## src/rtl/core/matrix_vector_multiply_assert.svh

```systemverilog
// ----------------------------------------------------------------------------
// matrix vector multiply assertion macros
// shared property wrappers for the checks at the end of mvm_back
// ----------------------------------------------------------------------------
`ifndef MATRIX_VECTOR_MULTIPLY_ASSERT_SVH
`define MATRIX_VECTOR_MULTIPLY_ASSERT_SVH

// same-cycle implication, off while in reset
`define MVM_ASSERT_SAME(label, clk, rst, ante, cons) \
  label: assert property (@(posedge clk) disable iff (rst) (ante) |-> (cons)) \
    else $error("matrix vector multiply: same-cycle check failed");

// next-cycle implication, off while in reset
`define MVM_ASSERT_NEXT(label, clk, rst, ante, cons) \
  label: assert property (@(posedge clk) disable iff (rst) (ante) |=> (cons)) \
    else $error("matrix vector multiply: next-cycle check failed");

`endif

```

## src/rtl/core/mvm_pkg.sv

```systemverilog
// ----------------------------------------------------------------------------
// mvm_pkg
// shared types and constants of the matrix vector multiply block
// ----------------------------------------------------------------------------
`timescale 1ns / 1ps

package mvm_pkg;

  // built matrix dimension unless overridden at the top level
  localparam int N_MAX_DEFAULT = 16;

  // fixed field widths
  localparam int IDX_W   = 4;
  localparam int VAL_W   = 16;
  localparam int ACC_W   = 40;
  localparam int PROD_W  = 32;
  localparam int CFG_W   = 5;
  localparam logic [CFG_W-1:0] VEC_LEN_RESET = 5'd16;

  // command queue between front and back
  localparam int QUEUE_DEPTH = 4;

  // input kinds
  localparam logic OP_MATRIX = 1'b0;
  localparam logic OP_VECTOR = 1'b1;

  // one classified item as it waits in the queue
  typedef struct packed {
    logic                    op;
    logic [IDX_W-1:0]        row;
    logic [IDX_W-1:0]        col;
    logic signed [VAL_W-1:0] value;
    logic                    trig;
  } mvm_cmd_t;

  // back end sequencer states
  typedef enum logic [1:0] {
    BK_IDLE,
    BK_MAC,
    BK_WAIT
  } mvm_state_t;

endpackage

```

## src/rtl/core/mvm_queue.sv

```systemverilog
// ----------------------------------------------------------------------------
// mvm_queue
// short command queue between the front and the back end
// ----------------------------------------------------------------------------
`timescale 1ns / 1ps

module mvm_queue (
  input  logic              clk,
  input  logic              rst,
  input  logic              push,
  input  mvm_pkg::mvm_cmd_t push_cmd,
  output logic              full,
  input  logic              pop,
  output mvm_pkg::mvm_cmd_t pop_cmd,
  output logic              empty
);

  localparam int PW = $clog2(mvm_pkg::QUEUE_DEPTH);
  localparam int CW = $clog2(mvm_pkg::QUEUE_DEPTH + 1);

  mvm_pkg::mvm_cmd_t slots [mvm_pkg::QUEUE_DEPTH];
  logic [PW-1:0]     wr_ptr;
  logic [PW-1:0]     rd_ptr;
  logic [CW-1:0]     count;

  assign full    = (count == CW'(mvm_pkg::QUEUE_DEPTH));
  assign empty   = (count == '0);
  assign pop_cmd = slots[rd_ptr];

  // storage
  always_ff @(posedge clk) begin
    if (push) begin
      slots[wr_ptr] <= push_cmd;
    end
  end

  // pointers and fill level
  always_ff @(posedge clk) begin
    if (rst) begin
      wr_ptr <= '0;
      rd_ptr <= '0;
      count  <= '0;
    end else begin
      if (push) begin
        wr_ptr <= (32'(wr_ptr) == mvm_pkg::QUEUE_DEPTH - 1) ? '0 : wr_ptr + PW'(1);
      end
      if (pop) begin
        rd_ptr <= (32'(rd_ptr) == mvm_pkg::QUEUE_DEPTH - 1) ? '0 : rd_ptr + PW'(1);
      end
      unique case ({push, pop})
        2'b10:   count <= count + CW'(1);
        2'b01:   count <= count - CW'(1);
        default: count <= count;
      endcase
    end
  end

endmodule

```

## config.mk

```make
export PLATFORM = sky130hd
export DESIGN_NAME = mvm_queue
export DESIGN_NICKNAME = d
export VERILOG_FILES = /design/src/rtl/core/matrix_vector_multiply_assert.svh /design/src/rtl/core/mvm_pkg.sv /design/src/rtl/core/mvm_queue.sv
export SDC_FILE = /design/constraint.sdc
export NUM_CORES = 1
export LEC_CHECK = 0
export ABC_AREA = 1
export BUFFER_PORTS_ARGS = -buffer_cell sky130_fd_sc_hd__buf_4
export CAP_MARGIN = 10
export CORE_MARGIN = 3
export CORE_UTILIZATION = 45
export DETAILED_ROUTE_END_ITERATION = 7
export PLACE_DENSITY = 0.63
export SLEW_MARGIN = 20
export SYNTH_ARGS = -nofsm -noshare
export SYNTH_HDL_FRONTEND = slang
export SYNTH_SLANG_ARGS = --single-unit
```

## constraint.sdc

```tcl
create_clock -name clk -period 3.2 [get_ports clk]
set_clock_uncertainty 0.05 [all_clocks]
set_input_delay 0.16 -clock clk [delete_from_list [all_inputs] [get_ports clk]]
set_output_delay 0.16 -clock clk [all_outputs]
set_load 0.05 [all_outputs]
```

; ---- Word level (Yosys, flattened, before mapping)
; Memories as Yosys holds them, arrays and structs flattened. A register that Yosys moved wholly into a read port is not among the register bits.
; Cells that the tools add are included.
[totals]
mem_count = 1
inputBits = 30
elab_cells = 22
register_bits = 7
out_inout_bits = 28
ram_bits = 104
[op_classes]
eq_ne = 5
n_mux = 7
n_addsub = 4
reduce_logical = 2
[memory_table]
columns = memory, depth, width, read_ports, rd_clocked_by_memory_dff, write_ports, line_no
row1 = slots, 4, 26, 1, 1, 1, mvm_queue.sv:21  ; mvm_pkg::mvm_cmd_t slots [mvm_pkg::QUEUE_DEPTH];
[op_table]
columns = cell, count
row1 = 2-bit two-way mux, 4
row2 = "2-bit == test, second input constant", 3
row3 = 3-bit one-hot mux with 2 select lines, 1
row4 = "2-bit by 1-bit adder with 2-bit output, second input constant", 2
row5 = "3-bit by 1-bit adder with 3-bit output, second input constant", 1
row6 = "3-bit == test, second input constant", 1
row7 = 3-bit logical NOT, 1
row8 = "3-bit by 1-bit subtractor with 3-bit output, second input constant", 1
row9 = "2-bit by 1-bit == test with 1-bit output, second input constant", 1
row10 = 1-bit two-way mux, 2
row11 = 2-bit nonzero test, 1

; ---- Depth between registers and ports, before layout
[depth]
ltp_word = 4
depth_mapped = 10
mapped_depth_nobuf = 10

; ---- Worst setup path after synthesis
; OpenSTA, ideal clock, no wires.
[synth_timing]
kind = register to output
from = register with a tool-made name
to = output pop_cmd[10] (netlist name)
path_slack_ns = 1.523
t_required_ns = 2.990
n_path_buf = 2
path_stages_with_launch = 6
arrival_time_ns = 1.467
path_cell_list = dfxtp_1 buf_6 inv_4 buf_2 o21ai_0 o22ai_1
[synth_rtl]
columns = item, line_no
row1 = end: declaration, mvm_queue.sv:14  ; output mvm_pkg::mvm_cmd_t pop_cmd,

==> out/qor.txt <==
reg-to-reg endpoint - slots[3][14]$_DFFE_PP_
hold depth - 3
Antenna Cells - 0
R2R depth - 4
crit path capture type - output port
Worst Max-Slew Pin Slew - 575.5 ps
P_leak - 2.129 nW
grt met2 use - 27.76%
total global-route track usage - 17.59%
Max-Cap Viols - 0
Initial Utilization - 46.62%
register bit total from synthesis - 113
setup TNS - 0 ps
total congestion overflow - 0
core footprint - 9284 um^2
post-DR wirelength/cell - 16.24 um
fmax - 412.7 MHz
kind of critical path - flip-flop to output port
NumNets Final - 444
crit path DAT - 2210 ps
sequential cell area fraction in the yosys report - 76.32%
Final Hold Vio Count - 0
depth of the CTS H-tree - 4
clock buffer depth - 2
vias post-DR - 2762
Distinct cells, synth - 19
crit path cell chain - inv_4 > o21ai_0 > o22ai_1 > buf_4
min cycle time layout - 2423 ps
Hold Crit Start - rst
crit-path max cell delay - 690 ps
clk_lat worst skew - 510 ps
Final period util - 75.72%
area of the multi-input gates - 838.3 um^2
Die Y - 104.1 um
PwrDens - 695.1 nW/um^2
layout cells sized above 1 - 22.14%
CP max-delay cell - dfxtp_2
met1 GRT Util - 21.93%
CTS tree - done
Syn-to-layout area delta - 31.25%
I/O Buffers - 57
Worst Path Max Fanout - 52
Total Routed Length - 8.918 mm
Post-CTS Setup Bufs - 0
grt met3 use - 6.642%
first-pass GRT wire length - 14.61 mm
status - completed
Post-Syn Area per Cell - 13.92 um^2
CTS buffer count - 17
Total Power Consumption - 3.949 mW
drt initial violations - 141
GRT busiest layer - met2
Hold EP - wr_ptr[0]$_SDFFE_PP0P_
DRC Markers - 0
DP Wirelength - 5.193 mm
fillers - 747
Slew Limit Fails - 0
RSZ-0062 raised after global routing - no
TritonCTS Sinks - 113
vias in the first global route - 2821
CTS clk-pin slew, worst paths - 50 ps
RR Startpoint - wr_ptr[0]$_SDFFE_PP0P_
Die W - 104.1 um
Synth Cell Area - 4328 um^2
cell row count - 35
Synth Instances - 311
relative slew slack - 61.59%
pin count of the biggest net entering global routing - 53
die area - 10830 um^2
cell count after placement - 488
register area - 3304 um^2
most common cell after layout, fill and taps aside - edfxtp_1
Hold Path Class - input port to flip-flop
Pre-antenna DRT Iters - 4
fin cells - 549
post-route ant nets - 0
Crit path required time - 2990 ps
maximum vdd drop - 0.4140 mV
initial antenna violation count - 0
Reg2Reg Setup Slack - 1430 ps
DR vias/cell - 5.031
Syn Nets - 348
synth warn - 0
CTS Root Cell - clkbuf_8
most frequent cells in the layout - 104 x edfxtp_1, 63 x buf_4, 57 x nor2_1, 34 x o21ai_0, 29 x dlygate4sd3_1
RePlAce Congestion - 0.7413
endpoints failing setup - 0
crit path launch type - flip-flop
I/O pins - 58
stage by stage:
stage	hold slack, ps	utilization, %	area (um^2)	worst slack (ps)
2_1_floorplan	182.4	-	4328	1523
3_3_place_gp	298.2	52.21	4847	1349
3_5_place_dp	305.0	52.21	4847	1334
4_1_cts	302.4	61.19	5680	760.2
5_1_grt	316.7	61.19	5680	580.0
6_report	329.1	61.19	5680	776.9
report_power, final:
| part | internal, mW | switching, mW |
|---|---|---|
| registers | 1.69 | 0.0309 |
| logic | 0.173 | 0.371 |
| clock network | 1.10 | 0.589 |
| total | 2.96 | 0.991 |
layout make-up:
class	instances	area share, %
repair buffers	92	13.44
inverters	18	1.233
clock buffers	25	8.524
well taps	129	2.841
clock inverters	7	1.035
flip-flops and latches	113	58.17
multi-input cells	165	14.76
what timing repair did:
action	CTS	global route
endpoints found under the hold margin	113	0
hold buffers	29	0
gates resized for setup	0	0
cells by family after synthesis:
group | Yosys count | share of synthesized area (%)
buf+inv | 33 | 4.307
fa+ha+maj | 7 | 2.197
compound gates | 87 | 10.81
flops | 113 | 76.32
simple gates | 71 | 6.360
how the worst max path moves through the flow:
stage / to / slack (ps)
global placement: pop_cmd[23] / 1350
global route: pop_cmd[23] / 580
detailed placement: pop_cmd[3] / 1330
finish: pop_cmd[23] / 780
floorplan: pop_cmd[10] / 1520
CTS: pop_cmd[23] / 760
critical path, delay by kind of cell, from the launching register on:
family | cells | cell delay, ps
buf+inv | 2 | 560
compound gates | 2 | 410
flops | 1 | 690
sequential cells by signal, summed over array words and instances (netlist names), named ones only:
name	count
rd_ptr	2
count	3
slots	104
wr_ptr	2
synth_stat cells:
library cell	n	share of area, %
inv_1	16	1.4
inv_4	1	0.14
nand3_1	1	0.12
nor2_1	57	4.9
buf_6	3	0.78
a21oi_1	5	0.58
buf_2	3	0.35
nor3_1	4	0.46
fa_1	1	0.46
dfxtp_1	9	4.2
ha_1	6	1.7
nand4_1	1	0.14
nand2_1	8	0.69
o21ai_1	22	2.5
buf_4	9	1.6
o21ai_0	34	3.9
o22ai_1	26	3.8
edfxtp_1	104	72
inv_2	1	0.087
metal layers:
| layer | wire length [um] | share of wire, % | up-vias |
|---|---|---|---|
| li1 | - | - | 1337 |
| met1 | 3939 | 44 | 1343 |
| met2 | 4340 | 49 | 75 |
| met3 | 573 | 6.4 | 7 |
| met4 | 65 | 0.73 | 0 |
| met5 | 0 | 0 | - |
No activity file was read; power rests on OpenSTA's default activity.
