### config.mk
export PLATFORM = sky130hd
export DESIGN_NAME = mvm_front
export DESIGN_NICKNAME = d
export VERILOG_FILES = /design/src/rtl/core/matrix_vector_multiply_assert.svh /design/src/rtl/core/mvm_pkg.sv /design/src/rtl/core/mvm_front.sv
export SDC_FILE = /design/constraint.sdc
export NUM_CORES = 1
export LEC_CHECK = 0
export BUFFER_PORTS_ARGS = -buffer_cell sky130_fd_sc_hd__buf_2
export CORE_MARGIN = 2
export CORE_UTILIZATION = 31
export DETAILED_ROUTE_END_ITERATION = 7
export GPL_TIMING_DRIVEN = 0
export HOLD_SLACK_MARGIN = 0.05
export MAX_ROUTING_LAYER = met4
export PLACE_DENSITY_LB_ADDON = 0.3
export SLEW_MARGIN = 10
export SYNTH_ARGS = -nofsm -noshare
export SYNTH_HDL_FRONTEND = slang
export SYNTH_SLANG_ARGS = --single-unit
### constraint.sdc
create_clock -name clk -period 2 [get_ports clk]
set_input_delay 0.3 -clock clk [delete_from_list [all_inputs] [get_ports clk]]
set_output_delay 0.3 -clock clk [all_outputs]
set_load 0.03 [all_outputs]
### src/rtl/core/matrix_vector_multiply_assert.svh
// ----------------------------------------------------------------------------
// matrix vector multiply assertion macros
// shared property wrappers for the checks at the end of mvm_back
// ----------------------------------------------------------------------------
`ifndef MATRIX_VECTOR_MULTIPLY_ASSERT_SVH
`define MATRIX_VECTOR_MULTIPLY_ASSERT_SVH

// same-cycle implication, off while in reset
`define MVM_ASSERT_SAME(label, clk, rst, ante, cons) \
  label: assert property (@(posedge clk) disable iff (rst) (ante) |-> (cons)) \
    else $error("matrix vector multiply: same-cycle check failed");

// next-cycle implication, off while in reset
`define MVM_ASSERT_NEXT(label, clk, rst, ante, cons) \
  label: assert property (@(posedge clk) disable iff (rst) (ante) |=> (cons)) \
    else $error("matrix vector multiply: next-cycle check failed");

`endif

### src/rtl/core/mvm_pkg.sv
// ----------------------------------------------------------------------------
// mvm_pkg
// shared types and constants of the matrix vector multiply block
// ----------------------------------------------------------------------------
`timescale 1ns / 1ps

package mvm_pkg;

  // built matrix dimension unless overridden at the top level
  localparam int N_MAX_DEFAULT = 16;

  // fixed field widths
  localparam int IDX_W   = 4;
  localparam int VAL_W   = 16;
  localparam int ACC_W   = 40;
  localparam int PROD_W  = 32;
  localparam int CFG_W   = 5;
  localparam logic [CFG_W-1:0] VEC_LEN_RESET = 5'd16;

  // command queue between front and back
  localparam int QUEUE_DEPTH = 4;

  // input kinds
  localparam logic OP_MATRIX = 1'b0;
  localparam logic OP_VECTOR = 1'b1;

  // one classified item as it waits in the queue
  typedef struct packed {
    logic                    op;
    logic [IDX_W-1:0]        row;
    logic [IDX_W-1:0]        col;
    logic signed [VAL_W-1:0] value;
    logic                    trig;
  } mvm_cmd_t;

  // back end sequencer states
  typedef enum logic [1:0] {
    BK_IDLE,
    BK_MAC,
    BK_WAIT
  } mvm_state_t;

endpackage

### src/rtl/core/mvm_front.sv
// ----------------------------------------------------------------------------
// mvm_front
// accepts input items, holds the length register and classifies each item
// ----------------------------------------------------------------------------
`timescale 1ns / 1ps

module mvm_front #(
  parameter int N_MAX = mvm_pkg::N_MAX_DEFAULT,
  localparam int LW = $clog2(N_MAX + 1)
) (
  input  logic                       clk,
  input  logic                       rst,
  input  logic                       cfg_we,
  input  logic [mvm_pkg::CFG_W-1:0]  cfg_wdata,
  input  logic                       s_axis_tvalid,
  output logic                       s_axis_tready,
  input  logic [23:0]                s_axis_tdata,  // row[3:0], col[7:4], value[23:8]
  input  logic                       s_axis_tuser,  // op
  output logic [LW-1:0]              len,
  input  logic                       q_full,
  output logic                       q_push,
  output mvm_pkg::mvm_cmd_t          q_cmd
);

  logic [mvm_pkg::CFG_W-1:0] vec_len;
  logic                      in_range;

  // length register
  always_ff @(posedge clk) begin
    if (rst) begin
      vec_len <= mvm_pkg::VEC_LEN_RESET;
    end else if (cfg_we) begin
      vec_len <= cfg_wdata;
    end
  end

  // clamp the length into 1..N_MAX
  always_comb begin
    priority if (vec_len == '0) begin
      len = LW'(1);
    end else if (32'(vec_len) > N_MAX) begin
      len = LW'(N_MAX);
    end else begin
      len = LW'(vec_len);
    end
  end

  // split fields and classify
  always_comb begin
    q_cmd.op    = s_axis_tuser;
    q_cmd.row   = s_axis_tdata[3:0];
    q_cmd.col   = s_axis_tdata[7:4];
    q_cmd.value = s_axis_tdata[23:8];
    q_cmd.trig  = (s_axis_tuser == mvm_pkg::OP_VECTOR) &&
                  (32'(q_cmd.col) == 32'(len) - 32'd1);
    in_range    = (32'(q_cmd.col) < N_MAX) &&
                  ((s_axis_tuser == mvm_pkg::OP_VECTOR) || (32'(q_cmd.row) < N_MAX));
  end

  // out-of-range items are taken and dropped
  assign s_axis_tready = !q_full;
  assign q_push        = s_axis_tvalid && !q_full && in_range;

endmodule

Word level (Yosys, flattened, before mapping)
Index checks and enable logic that the tools add are counted.

operators by class
  $add $sub $neg = 1
  multipliers = 0
  divide/modulo/power cells = 0
  magnitude comparators = 1
  equality and inequality tests = 1
  shift operators = 0
  multiplexer cells = 2
  bitwise logic cells = 0
  reduce and logical (&&, ||, !) cells = 4

operators by type and width
  operator                                               count
  == test 4 x 32 -> 1 bit                                1
  two-way mux 5 bit                                      2
  subtractor 5 x 1 -> 6 bit (second input constant)      1
  greater-than comparator 5 bit (second input constant)  1
  zero test 5 bit                                        1
  logical AND 1 bit                                      2
  zero test 1 bit                                        1

storage, ports and cells
  register bits after elaboration = 5
  latch bits = 0
  memory bits (writable) = 0
  memory bits (read-only) = 0
  bits of input ports = 35
  output and inout port bits = 33
  memories = 0

Depth between registers and ports, before layout
  depth in word-level cells = 6
  depth in mapped cells = 7

Worst setup path after synthesis
No wires, ideal clock.

  path type = register to output
  start point = reg vec_len[4] (netlist name)
  end point = out q_cmd[0] (netlist name)
  data arrival time = 1.829 ns
  data required time = 1.700 ns
  path slack = -0.129 ns
  cell stages (with the launch flop) = 7
  cell sequence = dfxtp_1 or2b_2 ha_1 nor4b_1 a21oi_1 nand3_1 nor4_2

RTL lines
  element                 RTL line         text
  start, declared         mvm_front.sv:25  logic [mvm_pkg::CFG_W-1:0] vec_len;
  start signal, assigned  mvm_front.sv:31  vec_len <= mvm_pkg::VEC_LEN_RESET;
  start signal, assigned  mvm_front.sv:33  vec_len <= cfg_wdata;
  end, declared           mvm_front.sv:22  output mvm_pkg::mvm_cmd_t q_cmd

==> flow_metrics.env <==
export IMPL_outcome="finished with violations"
export IMPL_violations="negative setup slack"
export IMPL_netlist_cell_type_count=21
export IMPL_wirelength_um=1210
export IMPL_synth_sequential_area_ratio_pct=19.0
export IMPL_drv_cap=0
export IMPL_design_die_area_mm2=0.00204
export IMPL_reg2reg_to="vec_len[4]"
export IMPL_number_of_flip_flops_under_the_largest_register_name=5
export IMPL_r2r_setup_slack_ns=1.15
export IMPL_power_density_cell_area_mw_per_mm2=501
export IMPL_whs_endpoint="vec_len[3]"
export IMPL_instance_count_after_placement_with_tap_cells_included=126
export IMPL_netlist_instances=64
export IMPL_synth_area_leaders="sky130_fd_sc_hd__buf_4, sky130_fd_sc_hd__dfxtp_1, sky130_fd_sc_hd__mux2i_1"
export IMPL_start_util_pct=34.1
export IMPL_min_period_over_period_pct=105
export IMPL_clock_skew_final_ns=0
export IMPL_finalMaxSlewViolations=0
export IMPL_antennaDiodeCount=0
export IMPL_r2r_start="vec_len[4]"
export IMPL_number_of_enable_type_register_cells_in_the_synthesized_netlist=0
export IMPL_ir_drop_v=0.000343
export IMPL_grt_remaining_overflow=0
export IMPL_clkSlewWorstSetupHoldPaths_ns=0.04
export IMPL_synth_commonest_cells="sky130_fd_sc_hd__buf_4, sky130_fd_sc_hd__dfxtp_1, sky130_fd_sc_hd__inv_1, sky130_fd_sc_hd__mux2i_1, sky130_fd_sc_hd__nor2_1"
export IMPL_initialDrtViolationCount=4
export IMPL_fin_ws_ns=-0.109
export IMPL_pin_count_of_the_biggest_net_entering_global_routing=10
export IMPL_clock_sinks=5
export IMPL_grt_pass1_vias=418
export IMPL_floorplan_die_height_um=45.2
export IMPL_postSynth_topFlopCell="sky130_fd_sc_hd__dfxtp_1"
export IMPL_timing_hold_worst_start="rst"
export IMPL_ant_nets=0
export IMPL_worstMarginPinSlew_ns=0.336
export IMPL_synthesis_area_um2=526
export IMPL_cts_htree_levels=1
export IMPL_worstHoldPathType="primary input to flip-flop"
export IMPL_routedWlPerCell_um=9.14
export IMPL_data_arrival_time_of_the_critical_path_ns=1.81
export IMPL_post_layout_nonfiller_instances=132
export IMPL_dp_worst_setup_slack_ns=-0.0658
export IMPL_grt_setup_unrepaired="true"
export IMPL_number_of_antenna_violations_at_the_first_check_in_global_routing=0
export IMPL_min_path_cells=2
export IMPL_synth_async_sr_flop_share_pct=0
export IMPL_cts_tree="built"
export IMPL_power_static_leakage_nw=0.524
export IMPL_layout_cell_area_non_filler_um2=921
export IMPL_worstRegToRegCells=2
export IMPL_achievable_frequency_mhz=474
export IMPL_fin_total_pwr_w=0.000461
export IMPL_worstSetupPathType="flip-flop to output pin"
export IMPL_slew_headroom_pct=77.6
export IMPL_clock_path_buffers=2
export IMPL_worst_setup_path_end_kind="output pin"
export IMPL_synth_seq_cells=5
export IMPL_setup_worst_path_start_class="flip-flop"
export IMPL_fin_crit_period_ns=2.11
export IMPL_synth_area_leader_cell="sky130_fd_sc_hd__buf_4"
export IMPL_dpl_instance_area_um2=785
export IMPL_area_delta_synth_final_pct=75.2
export IMPL_setup_violations=1
export IMPL_largestRegisters="vec_len (5)"
export IMPL_row_count=14
export IMPL_critPathMaxFanout=4
export IMPL_gr_usage_all_layers_pct=11.0
export IMPL_synth_top_area_share_pct=35.7
export IMPL_post_synth_top_count_cell="sky130_fd_sc_hd__buf_4"
export IMPL_ys_warn_count=0
export IMPL_clk_insertion_delay_late_ns=0.24
export IMPL_post_drt_via_cell_ratio=4.23
export IMPL_detail_route_drc_violations=0
export IMPL_cts_root_buf="sky130_fd_sc_hd__clkbuf_4"
export IMPL_cts_hold_buf=0
export IMPL_numCtsBuffers=3
export IMPL_dr_total_vias=558
export IMPL_largest_register="vec_len"
export IMPL_drt_pass1_iter_count=3
export IMPL_count_of_nets_after_finishing=153
export IMPL_grt_first_pass_wirelength_um=1610
export IMPL_worst_endpoint_required_ns=1.70
export IMPL_avgSynthCellArea_um2=8.21
export IMPL_report_final_hold_viol_count=0
export IMPL_hpwl_um=948
export IMPL_numPortBuffers=46
export IMPL_gp_routability_congestion=0.653
export IMPL_die_width_um=45.2
export IMPL_core_mm2=0.00154
export IMPL_drive_above_1_share_pct=79.3
export IMPL_synthesis_nets=100
export IMPL_design_portCount=68
export IMPL_final_util_pct=59.7
[cells in the final DEF (no fill, tap or decap)]
cell                        n
sky130_fd_sc_hd__buf_2     45
sky130_fd_sc_hd__or3_1      1
sky130_fd_sc_hd__a21oi_2    2
sky130_fd_sc_hd__inv_1      4
sky130_fd_sc_hd__nor4_4     1
sky130_fd_sc_hd__mux2i_1    4
sky130_fd_sc_hd__xnor2_1    2
sky130_fd_sc_hd__o21bai_4   1
sky130_fd_sc_hd__nand3_2    1
sky130_fd_sc_hd__xor2_2     1
sky130_fd_sc_hd__and2b_2    1
sky130_fd_sc_hd__nor2b_1    3
sky130_fd_sc_hd__dfxtp_1    1
sky130_fd_sc_hd__or2b_4     1
sky130_fd_sc_hd__nor3_4     1
sky130_fd_sc_hd__nor2_1     4
sky130_fd_sc_hd__dfxtp_2    1
sky130_fd_sc_hd__buf_6      1
sky130_fd_sc_hd__buf_4     27
sky130_fd_sc_hd__nor4b_4    1
sky130_fd_sc_hd__clkbuf_1   3
sky130_fd_sc_hd__xnor2_2    1
sky130_fd_sc_hd__xor2_1     1
sky130_fd_sc_hd__dfxtp_4    3
sky130_fd_sc_hd__clkbuf_4   3
sky130_fd_sc_hd__ha_4       1
sky130_fd_sc_hd__a211o_1    1
[timing repair]
action	in CTS	in global routing
pin swaps	7	5
resized for setup	12	10
setup buffers	2	0
endpoints found under the setup margin	1	1
[worst max-delay path, cell delays in order, from the launching register on]
cell and delay (ns):
sky130_fd_sc_hd__dfxtp_4 0.35, sky130_fd_sc_hd__nor3_4 0.20, sky130_fd_sc_hd__o21bai_4 0.09, sky130_fd_sc_hd__ha_4 0.18, sky130_fd_sc_hd__nor4b_4 0.13, sky130_fd_sc_hd__a21oi_2 0.13, sky130_fd_sc_hd__nand3_2 0.10, sky130_fd_sc_hd__nor4_4 0.22
sky130_fd_sc_hd__buf_6 0.16
[metrics by stage]
| step | setup TNS (ns) | hold slack (ns) |
|---|---|---|
| after floorplan | 0 | 0.372 |
| after global placement | -0.0468 | 0.500 |
| after detailed placement | -0.0658 | 0.510 |
| after CTS | -0.105 | 0.267 |
| after global routing | -0.220 | 0.272 |
| final | -0.109 | 0.276 |
[worst max path at each step]
| stage | start | to | slack (ns) | cells after the start |
|---|---|---|---|---|
| after floorplan | vec_len[4] | q_cmd[0] | 0.02 | 6 |
| after global placement | vec_len[4] | q_cmd[0] | -0.05 | 7 |
| after detailed placement | vec_len[4] | q_cmd[0] | -0.07 | 7 |
| after CTS | vec_len[2] | q_cmd[0] | -0.10 | 8 |
| after global routing | vec_len[1] | q_cmd[0] | -0.22 | 8 |
| final | vec_len[1] | q_cmd[0] | -0.11 | 8 |
[kinds of logic after synthesis]
logic type | after synthesis | synth area share, %
adder cells (fa/ha/maj) | 1 | 2.38
multiplexers | 4 | 7.62
AND/OR/NAND/NOR | 14 | 16.9
buffers and inverters | 31 | 40.0
AO/OA/AOI/OAI | 4 | 5.71
flip-flops | 5 | 19.0
XOR/XNOR | 5 | 8.33
[routing by layer]
| metal | vias to the layer above | share of wire [%] | GRT usage [%] |
|---|---|---|---|
| li1 | 282 | - | - |
| met1 | 235 | 37 | 12.7 |
| met2 | 41 | 50 | 17.7 |
| met3 | 0 | 13 | 2.40 |
| met4 | 0 | 0 | 5.29 |
| met5 | - | 0 | - |
[report_power, final]
group          switching, W  leakage [nW]  internal, W  total, W
Combinational      0.000125         0.465     0.000106  0.000232
Sequential        0.0000116        0.0432     0.000106  0.000117
Clock             0.0000373        0.0150    0.0000752  0.000112
Total              0.000174         0.524     0.000287  0.000461
[area by class of cell]
class | count | area, um2
multi-input combinational | 28 | 300
sequential | 5 | 113
timing repair buffer | 48 | 251
buffer | 27 | 195
tap | 16 | 20.0
clock buffer | 4 | 26.3
inverter | 4 | 15.0
fill | 149 | 621
No activity file was read; power rests on OpenSTA's default activity.
